--- src/hdl/sdspi_pkg.sv ---
// Package for the SD card SPI-mode init and block read sequencer.
// Holds beat types, sequencer state type, phase and command codes.
// No dependencies.
`timescale 1ns / 1ps
`default_nettype none

package sdspi_pkg;

   localparam logic [1:0] OP_INIT = 2'd0;
   localparam logic [1:0] OP_READ = 2'd1;
   localparam logic [1:0] OP_BYTE = 2'd2;

   localparam logic [3:0] PH_IDLE      = 4'd0;
   localparam logic [3:0] PH_WAKE      = 4'd1;
   localparam logic [3:0] PH_CMD_SEND  = 4'd2;
   localparam logic [3:0] PH_CMD_POLL  = 4'd3;
   localparam logic [3:0] PH_CMD_TRAIL = 4'd4;
   localparam logic [3:0] PH_GAP       = 4'd5;
   localparam logic [3:0] PH_TOKEN     = 4'd6;
   localparam logic [3:0] PH_DATA      = 4'd7;
   localparam logic [3:0] PH_SKIP      = 4'd8;

   localparam logic [7:0] CMD_IDLE   = 8'h40;
   localparam logic [7:0] CMD_OPCOND = 8'h41;
   localparam logic [7:0] CMD_BLKLEN = 8'h50;
   localparam logic [7:0] CMD_READ   = 8'h51;
   localparam logic [7:0] CMD_CRC    = 8'h7B;

   localparam logic [7:0] BYTE_IDLE  = 8'hFF;
   localparam logic [7:0] DATA_TOKEN = 8'hFE;
   localparam logic [7:0] FRAME_CRC  = 8'h95;

   localparam logic [8:0] WAKE_BYTES = 9'd10;
   localparam logic [8:0] GAP_BYTES  = 9'd2;
   localparam logic [8:0] SKIP_BYTES = 9'd3;
   localparam logic [8:0] FRAME_LAST = 9'd5;

   typedef struct packed {
      logic [1:0]  op;
      logic [23:0] block_number;
      logic [8:0]  buffer_offset;
      logic [7:0]  rx_byte;
   } sdspi_req_type;

   typedef struct packed {
      logic        tx_valid;
      logic [7:0]  tx_byte;
      logic        chip_select;
      logic        store_valid;
      logic [8:0]  store_address;
      logic [7:0]  store_byte;
      logic [7:0]  card_response;
      logic        done_res;
      logic        status;
      logic        fast_clock;
   } sdspi_rsp_type;

   typedef struct packed {
      logic [3:0]  phase;
      logic [8:0]  byte_count;
      logic [7:0]  command_code;
      logic [31:0] command_argument;
      logic [8:0]  base_offset;
      logic        select_level;
      logic        clock_fast_flag;
      logic [7:0]  last_reply;
   } sdspi_state_type;

endpackage

`default_nettype wire

--- src/hdl/sdspi_step.sv ---
// Next-state and result logic of the SD SPI sequencer for one beat.
// Depends on sdspi_pkg.
`timescale 1ns / 1ps
`default_nettype none

module sdspi_step
   import sdspi_pkg::*;
#(
   parameter int unsigned BLOCK_BYTES = 256
) (
   input  wire sdspi_req_type   req,
   input  wire sdspi_state_type cur,
   output sdspi_state_type      nxt,
   output logic                 emit,
   output sdspi_rsp_type        rsp
);

   localparam logic [8:0]  DATA_LAST  = 9'(BLOCK_BYTES - 1);
   localparam logic [31:0] BLOCK_ARG  = 32'(BLOCK_BYTES);

   logic        do_start;
   logic [7:0]  st_code;
   logic [31:0] st_arg;

   always_comb begin
      nxt      = cur;
      emit     = 1'b0;
      rsp      = '0;
      do_start = 1'b0;
      st_code  = CMD_IDLE;
      st_arg   = '0;

      if (req.op == OP_INIT || req.op == OP_READ) begin
         if (cur.phase == PH_IDLE) begin
            emit = 1'b1;
            if (req.op == OP_INIT) begin
               nxt.select_level = 1'b0;
               nxt.phase        = PH_WAKE;
               nxt.byte_count   = 9'd1;
               rsp.tx_valid     = 1'b1;
               rsp.tx_byte      = BYTE_IDLE;
            end else begin
               nxt.base_offset = req.buffer_offset;
               do_start        = 1'b1;
               st_code         = CMD_READ;
               st_arg          = {req.block_number, 8'd0};
            end
         end
      end else if (req.op == OP_BYTE) begin
         emit = 1'b1;
         unique case (cur.phase)
            PH_WAKE: begin
               if (cur.byte_count < WAKE_BYTES) begin
                  nxt.byte_count = cur.byte_count + 9'd1;
                  rsp.tx_valid   = 1'b1;
                  rsp.tx_byte    = BYTE_IDLE;
               end else begin
                  do_start = 1'b1;
                  st_code  = CMD_IDLE;
               end
            end
            PH_CMD_SEND: begin
               rsp.tx_valid = 1'b1;
               if (cur.byte_count <= FRAME_LAST) begin
                  unique case (cur.byte_count)
                     9'd1:    rsp.tx_byte = cur.command_argument[31:24];
                     9'd2:    rsp.tx_byte = cur.command_argument[23:16];
                     9'd3:    rsp.tx_byte = cur.command_argument[15:8];
                     9'd4:    rsp.tx_byte = cur.command_argument[7:0];
                     default: rsp.tx_byte = FRAME_CRC;
                  endcase
                  nxt.byte_count = cur.byte_count + 9'd1;
               end else begin
                  nxt.phase   = PH_CMD_POLL;
                  rsp.tx_byte = BYTE_IDLE;
               end
            end
            PH_CMD_POLL: begin
               if (req.rx_byte != BYTE_IDLE) begin
                  nxt.last_reply = req.rx_byte;
                  nxt.phase      = PH_CMD_TRAIL;
               end
               rsp.tx_valid = 1'b1;
               rsp.tx_byte  = BYTE_IDLE;
            end
            PH_CMD_TRAIL: begin
               nxt.select_level = 1'b1;
               unique case (cur.command_code)
                  CMD_IDLE: begin
                     if (cur.last_reply == 8'd1) begin
                        nxt.phase      = PH_GAP;
                        nxt.byte_count = 9'd1;
                        rsp.tx_valid   = 1'b1;
                        rsp.tx_byte    = BYTE_IDLE;
                     end else begin
                        do_start = 1'b1;
                        st_code  = CMD_IDLE;
                     end
                  end
                  CMD_OPCOND: begin
                     do_start = 1'b1;
                     st_code  = (cur.last_reply != 8'd0) ? CMD_OPCOND : CMD_CRC;
                  end
                  CMD_CRC: begin
                     do_start = 1'b1;
                     st_code  = CMD_BLKLEN;
                     st_arg   = BLOCK_ARG;
                  end
                  CMD_BLKLEN: begin
                     nxt.clock_fast_flag = 1'b1;
                     nxt.phase           = PH_IDLE;
                     rsp.done_res        = 1'b1;
                  end
                  CMD_READ: begin
                     if (cur.last_reply != 8'd0) begin
                        nxt.phase    = PH_IDLE;
                        rsp.done_res = 1'b1;
                        rsp.status   = 1'b1;
                     end else begin
                        nxt.select_level = 1'b0;
                        nxt.phase        = PH_TOKEN;
                        rsp.tx_valid     = 1'b1;
                        rsp.tx_byte      = BYTE_IDLE;
                     end
                  end
                  default: begin
                     nxt.phase    = PH_IDLE;
                     rsp.done_res = 1'b1;
                  end
               endcase
            end
            PH_GAP: begin
               if (cur.byte_count < GAP_BYTES) begin
                  nxt.byte_count = cur.byte_count + 9'd1;
                  rsp.tx_valid   = 1'b1;
                  rsp.tx_byte    = BYTE_IDLE;
               end else begin
                  do_start = 1'b1;
                  st_code  = CMD_OPCOND;
               end
            end
            PH_TOKEN: begin
               if (req.rx_byte == DATA_TOKEN) begin
                  nxt.phase      = PH_DATA;
                  nxt.byte_count = 9'd0;
               end
               rsp.tx_valid = 1'b1;
               rsp.tx_byte  = BYTE_IDLE;
            end
            PH_DATA: begin
               rsp.store_valid   = 1'b1;
               rsp.store_address = cur.base_offset + cur.byte_count;
               rsp.store_byte    = req.rx_byte;
               if (cur.byte_count >= DATA_LAST) begin
                  nxt.phase      = PH_SKIP;
                  nxt.byte_count = 9'd1;
               end else begin
                  nxt.byte_count = cur.byte_count + 9'd1;
               end
               rsp.tx_valid = 1'b1;
               rsp.tx_byte  = BYTE_IDLE;
            end
            PH_SKIP: begin
               if (cur.byte_count < SKIP_BYTES) begin
                  nxt.byte_count = cur.byte_count + 9'd1;
                  rsp.tx_valid   = 1'b1;
                  rsp.tx_byte    = BYTE_IDLE;
               end else begin
                  nxt.select_level = 1'b1;
                  nxt.phase        = PH_IDLE;
                  rsp.done_res     = 1'b1;
               end
            end
            default: begin
               emit = 1'b0;
            end
         endcase
      end

      if (do_start) begin
         nxt.command_code     = st_code;
         nxt.command_argument = st_arg;
         nxt.select_level     = 1'b0;
         nxt.byte_count       = 9'd1;
         nxt.phase            = PH_CMD_SEND;
         rsp.tx_valid         = 1'b1;
         rsp.tx_byte          = st_code;
      end

      if (emit) begin
         rsp.chip_select   = nxt.select_level;
         rsp.card_response = nxt.last_reply;
         rsp.fast_clock    = nxt.clock_fast_flag;
      end
   end

endmodule

`default_nettype wire

--- src/hdl/sd_spi_init_and_block_read_core.sv ---
// Top level of the SD card SPI-mode init and single block read sequencer.
// Depends on sdspi_pkg and sdspi_step.
//
//   channel  direction  handshake              beat
//   req_     in         req_valid / req_stall  sdspi_req_type
//   rsp_     out        rsp_valid / rsp_stall  sdspi_rsp_type
//
// One beat is decided per clock while req_stall is low; its result is
// registered in the output register, or in the skid one when that is held.
// Results sit in an output register backed by a one-beat skid register;
// req_stall rises only while the skid register is full.
// Synchronous active-high reset returns the sequencer to idle, deselected.
`timescale 1ns / 1ps
`default_nettype none

module sd_spi_init_and_block_read_core
   import sdspi_pkg::*;
#(
   parameter int unsigned BLOCK_BYTES = 256
) (
   input  wire logic          clock,
   input  wire logic          reset,
   input  wire logic          req_valid,
   output logic               req_stall,
   input  wire sdspi_req_type req_data,
   output logic               rsp_valid,
   input  wire logic          rsp_stall,
   output sdspi_rsp_type      rsp_data
);

   sdspi_state_type state_ff, state_in, step_state;
   sdspi_rsp_type   step_rsp;
   logic            step_emit;

   sdspi_rsp_type   out_ff, out_in, skid_ff, skid_in;
   logic            out_valid_ff, out_valid_in, skid_valid_ff, skid_valid_in;

   logic            accept, push, pop;

   sdspi_step #(
      .BLOCK_BYTES (BLOCK_BYTES)
   ) u_step (
      .req  (req_data),
      .cur  (state_ff),
      .nxt  (step_state),
      .emit (step_emit),
      .rsp  (step_rsp)
   );

   assign req_stall = skid_valid_ff;
   assign accept    = req_valid && !skid_valid_ff;
   assign push      = accept && step_emit;
   assign pop       = out_valid_ff && !rsp_stall;

   assign rsp_valid = out_valid_ff;
   assign rsp_data  = out_ff;

   always_comb begin
      state_in = accept ? step_state : state_ff;
   end

   always_comb begin
      out_in        = out_ff;
      skid_in       = skid_ff;
      out_valid_in  = out_valid_ff;
      skid_valid_in = skid_valid_ff;
      if (pop) begin
         if (skid_valid_ff) begin
            out_in        = skid_ff;
            skid_in       = step_rsp;
            skid_valid_in = push;
         end else begin
            out_in       = step_rsp;
            out_valid_in = push;
         end
      end else if (!out_valid_ff) begin
         out_in       = step_rsp;
         out_valid_in = push;
      end else if (push) begin
         skid_in       = step_rsp;
         skid_valid_in = 1'b1;
      end
   end

   always_ff @(posedge clock) begin
      if (reset) begin
         state_ff.phase            <= PH_IDLE;
         state_ff.byte_count       <= '0;
         state_ff.command_code     <= '0;
         state_ff.command_argument <= '0;
         state_ff.base_offset      <= '0;
         state_ff.select_level     <= 1'b1;
         state_ff.clock_fast_flag  <= 1'b0;
         state_ff.last_reply       <= '0;
         out_valid_ff              <= 1'b0;
         skid_valid_ff             <= 1'b0;
      end else begin
         state_ff      <= state_in;
         out_valid_ff  <= out_valid_in;
         skid_valid_ff <= skid_valid_in;
      end
   end

   always_ff @(posedge clock) begin
      out_ff  <= out_in;
      skid_ff <= skid_in;
   end

`ifndef SYNTHESIS
   a_skid_behind_out: assert property (@(posedge clock) disable iff (reset)
      skid_valid_ff |-> out_valid_ff)
      else $error("skid register full while output register empty");

   a_store_sends_byte: assert property (@(posedge clock) disable iff (reset)
      rsp_valid && rsp_data.store_valid |-> rsp_data.tx_valid)
      else $error("data beat without a byte to transmit");

   a_done_deselects: assert property (@(posedge clock) disable iff (reset)
      rsp_valid && rsp_data.done_res |-> rsp_data.chip_select && !rsp_data.tx_valid)
      else $error("finished sequence left card selected or sending");

   a_fast_sticks: assert property (@(posedge clock) disable iff (reset)
      state_ff.clock_fast_flag |=> state_ff.clock_fast_flag)
      else $error("fast clock flag dropped without reset");
`endif

endmodule

`default_nettype wire
--- config.mk ---
export PLATFORM = sky130hd
export DESIGN_NAME = sd_spi_init_and_block_read_core
export DESIGN_NICKNAME = d
export VERILOG_FILES = /design/src/hdl/sdspi_pkg.sv /design/src/hdl/sdspi_step.sv /design/src/hdl/sd_spi_init_and_block_read_core.sv
export SDC_FILE = /design/constraint.sdc
export NUM_CORES = 1
export LEC_CHECK = 0
export BUFFER_PORTS_ARGS = -buffer_cell sky130_fd_sc_hd__buf_4
export CAP_MARGIN = 0
export CORE_MARGIN = 4
export CORE_UTILIZATION = 63
export DETAILED_ROUTE_END_ITERATION = 8
export PLACE_DENSITY = 0.95
export SLEW_MARGIN = 40
export SYNTH_ARGS = -nofsm -noshare
export SYNTH_HDL_FRONTEND = slang
export SYNTH_SLANG_ARGS = --single-unit
--- constraint.sdc ---
create_clock -name clock -period 10.8 [get_ports clock]
set_input_delay 0.54 -clock clock [delete_from_list [all_inputs] [get_ports clock]]
set_output_delay 0.54 -clock clock [all_outputs]
set_load 0.01 [all_outputs]
==> results.md <==
* Clk_skew at 10.7 ps
* Dominant cells by area after synthesis: edfxtp_1 (34%), dfxtp_1 (18%), nand2_1 (4.8%)
* Via count at 6113
* Clock latency on the worst-skew pair at 540 ps
* Share of cells above drive strength 1 at 0.213
* Syn nets at 754
* Post-Place Worst Slack at 7770 ps
* Outcome: complete, no violations
* Crit Path Class: flop to flop
* Final period utilization at 0.292
* Max layer used: met4
* RSZ-0062 raised after global routing: no
* Setup total negative slack at 0 ps
* Reg2reg path depth at 7
* Switching share of power at 0.237
* Crit path buf inv count at 2
* Crit path top cell by count: nand2_1
* Clock-pin transition on the worst setup and hold timing paths at 60 ps
* Total power at 1.23 mW
* Ys flop type: edfxtp_1
* Fill count at 601
* Max Freq at 0.317 GHz
* CTS tree: built
* Mapped Area at 6910 sq um
* Multiplexer share of the synthesized area at 0.0379
* DR WL met3 at 2.05 mm
* Gr usage total at 0.310
* WL/cell at 21.4 um
* Hold Fails Final Rpt at 0
* First-pass GRT wire length at 31.0 mm
* Placement Rows at 37
* Max-slew violations at 0
* H-tree depth at 4
* Hold Crit Class: primary input to flop
* Critical R2R Launch: state_ff[71]$_SDFFE_PP0P_
* Synth warn at 0
* Setup ws final at 7650 ps
* Nature of the critical path endpoint: flop
* Routed wl met2 at 9.46 mm
* Ys async rst share at 0
* WHS Path Cells at 3
* Syn_area_per_cell at 9.95 sq um
* CTS Buf Count at 17
* Synth Area in XOR/XNOR at 0.0101
* DIE AREA at 12700 sq um
* Initial DRC Count at 1106
* DR vias/cell at 6.69
* Gr ovfl total at 0
* CTS Root Cell: clkbuf_8
* Post-CTS Setup Repair Bufs at 0
* Rel. slew slack at 0.449
* Max Fanout on Critical Path at 18
* Post-synth EDFFs at 78
* Power Density at 150 nW/um^2
* Synth Area in Adders at 0.0246
* Gate power share at 0.096
* First-pass DRT Iterations at 6
* Die W at 113 um
* Antenna violations before repair at 0
* Final setup viols at 0
* Crit-path cells: nor4b_2 -> o21ai_0 -> nand2_1 -> nand2_1 -> o21ai_4 -> buf_6 -> buf_8
* Net Switching at 0.292 mW
* Synth Area in Compound Gates at 0.184
* DRT met1 WL at 7.33 mm
* Minimum clock period at 3150 ps
* Post-CTS sizing at 0
* Largest family of logic cells by synthesized area: simple AND/OR/NAND/NOR gates
* Final Wtd Congestion at 0.986
* Die Y at 113 um
* Core area at 10500 sq um
* Post-DP HPWL at 13.2 mm
* Critical Path Max Stage Delay at 710 ps
* ANT cells at 0
* Number of global-route vias before repair at 5862
* Worst path required time at 11040 ps
* Hold wc startpoint: req_data[14]
* DR DRC count at 0
* Worst path slowest cell: dfxtp_1
* Clock power frac at 0.420
* Number of max-cap violations at 0
* Worst R2R End: skid_ff[21]$_DFFE_PP_
* Simple-gate area share of the yosys netlist at 0.189
* Initial Util at 0.657
* Post-CTS Hold Buffers at 0
* Synth-to-layout area growth at 18.6%
* VDD IR max at 0.000134 V
* # nets final at 825
* Reg2Reg Setup Slack at 7650 ps
* Synthesized flop and latch total at 140
* Buffers on Ports at 87
* Hold Path End: state_ff[16]$_SDFFE_PP0P_
* WL final at 19.6 mm
* Seq/Total Area, Yosys at 0.519
* Clk sinks at 140
* Library cells used by synthesis at 70
* Routed Antenna Nets at 0
* Core Util, Final at 0.779
* IO Pins at 88
* Sequential power share at 0.484
* Synth area leader: edfxtp_1
* Clock buffer depth at 2
* Top cell type's share of synthesized area at 0.339
* Post-Syn Instances at 694
* Critical Path Start Type: flop
* Largest net degree at the start of global routing at 55
* Pleak at 3.16 nW
* Arr. time, crit path at 3390 ps
* P_int at 0.940 mW
* Crit-path leading delay family: simple AND/OR/NAND/NOR gates
* Worst Tran Pin Value at 819 ps
## how the worst max path moves through the flow
stage / from / to / slack [ps] / cells after the start
finish: state_ff[71]$_SDFFE_PP0P_ / skid_ff[21]$_DFFE_PP_ / 7650 / 7
global route: state_ff[71]$_SDFFE_PP0P_ / skid_ff[22]$_DFFE_PP_ / 7550 / 7
detailed placement: state_ff[59]$_SDFFE_PP0P_ / state_ff[69]$_SDFFE_PP0P_ / 7770 / 10
global placement: state_ff[71]$_SDFFE_PP0P_ / skid_ff[23]$_DFFE_PP_ / 7750 / 5
CTS: state_ff[59]$_SDFFE_PP0P_ / state_ff[69]$_SDFFE_PP0P_ / 7640 / 10
floorplan: rsp_stall / skid_ff[0]$_DFFE_PP_ / 5990 / 2
## power by group through the flow
stage,combinational (mW),sequential [mW],clock (mW)
after floorplan,0.0605,0.606,0
after global placement,0.109,0.604,0
after detailed placement,0.114,0.605,0
after CTS,0.116,0.595,0.519
after global routing,0.128,0.597,0.548
final,0.119,0.596,0.518
## cells in the mapped netlist, types with 7 or more instances
| master | count |
|---|---|
| o31ai_1 | 18 |
| ha_1 | 12 |
| inv_1 | 19 |
| dfxtp_1 | 62 |
| nand3_1 | 8 |
| a21o_1 | 8 |
| o21ai_0 | 19 |
| edfxtp_1 | 78 |
| a21oi_1 | 38 |
| or3_1 | 8 |
| o21ai_1 | 7 |
| a22oi_1 | 29 |
| mux2i_1 | 7 |
| nand2_1 | 88 |
| mux2_2 | 15 |
| nor3_1 | 17 |
| nand2b_1 | 11 |
| nor2_1 | 81 |
| clkbuf_1 | 31 |
| and2_1 | 15 |
## per-stage QoR
stage / hold WS, ps / cells / instance area [sq um]
floorplan: 440 / 694 / 6910
global placement: 453 / 880 / 7600
detailed placement: 465 / 882 / 7650
CTS: 239 / 914 / 8170
global route: 239 / 914 / 8190
finish: 244 / 914 / 8190
## placed cells by master (no fill, tap or decap), types with 5 or more instances in the layout
cell / count
nor3_1: 15
o31ai_1: 18
a22oi_1: 29
nor2_1: 80
nand2b_1: 11
nor2b_1: 6
ha_1: 12
and2_1: 15
clkbuf_16: 16
buf_4: 90
a31oi_1: 5
o21ai_0: 18
a21oi_1: 38
nor3b_1: 5
nand3_1: 8
o221a_2: 6
inv_1: 19
mux2_2: 15
o21ai_1: 7
or3_1: 8
a21o_1: 8
o211ai_1: 6
clkbuf_1: 6
or2_2: 6
nand2_1: 86
mux2i_1: 7
edfxtp_1: 78
o22ai_1: 6
dfxtp_1: 62
## area by class of cell
| type | instances | area, sq um | area share |
|---|---|---|---|
| Sequential cell | 140 | 3580 | 0.438 |
| Multi-Input combinational cell | 495 | 3140 | 0.384 |
| Timing Repair Buffer | 92 | 702 | 0.0857 |
| Clock buffer | 24 | 450 | 0.0550 |
| Tap cell | 136 | 170 | 0.0208 |
| Inverter | 19 | 71.3 | 0.00871 |
| Clock inverter | 8 | 70.1 | 0.00855 |
## routing by layer
layer | vias up | GRT usage
met2 | 439 | 0.496
met1 | 2893 | 0.393
li1 | 2698 | -
met4 | 0 | 0.138
met5 | - | 0
met3 | 83 | 0.0856
## worst register-to-register path: stages (launching register included)
cell and delay (ps):
dfxtp_1 710, nor4b_2 530, o21ai_0 310, nand2_1 220
nand2_1 170, o21ai_4 480, buf_6 240, buf_8 200
## kinds of logic (layout without fill, tap and decap cells)
logic type | after synthesis | count (layout)
and+or+nand+nor | 271 | 271
AOI/OAI and AO/OA | 179 | 179
DFF | 140 | 140
buffers and inverters | 59 | 143
muxes | 24 | 24
adders and majority gates | 13 | 13
xor gates and xnor gates | 8 | 8
## sequential cells by signal, indices dropped and copies added (netlist names)
| name | cells |
|---|---|
| req_stall | 1 |
| rsp_data | 39 |
| rsp_valid | 1 |
| skid_ff | 39 |
| state_ff | 60 |
Power figures use the tool's default switching activity.
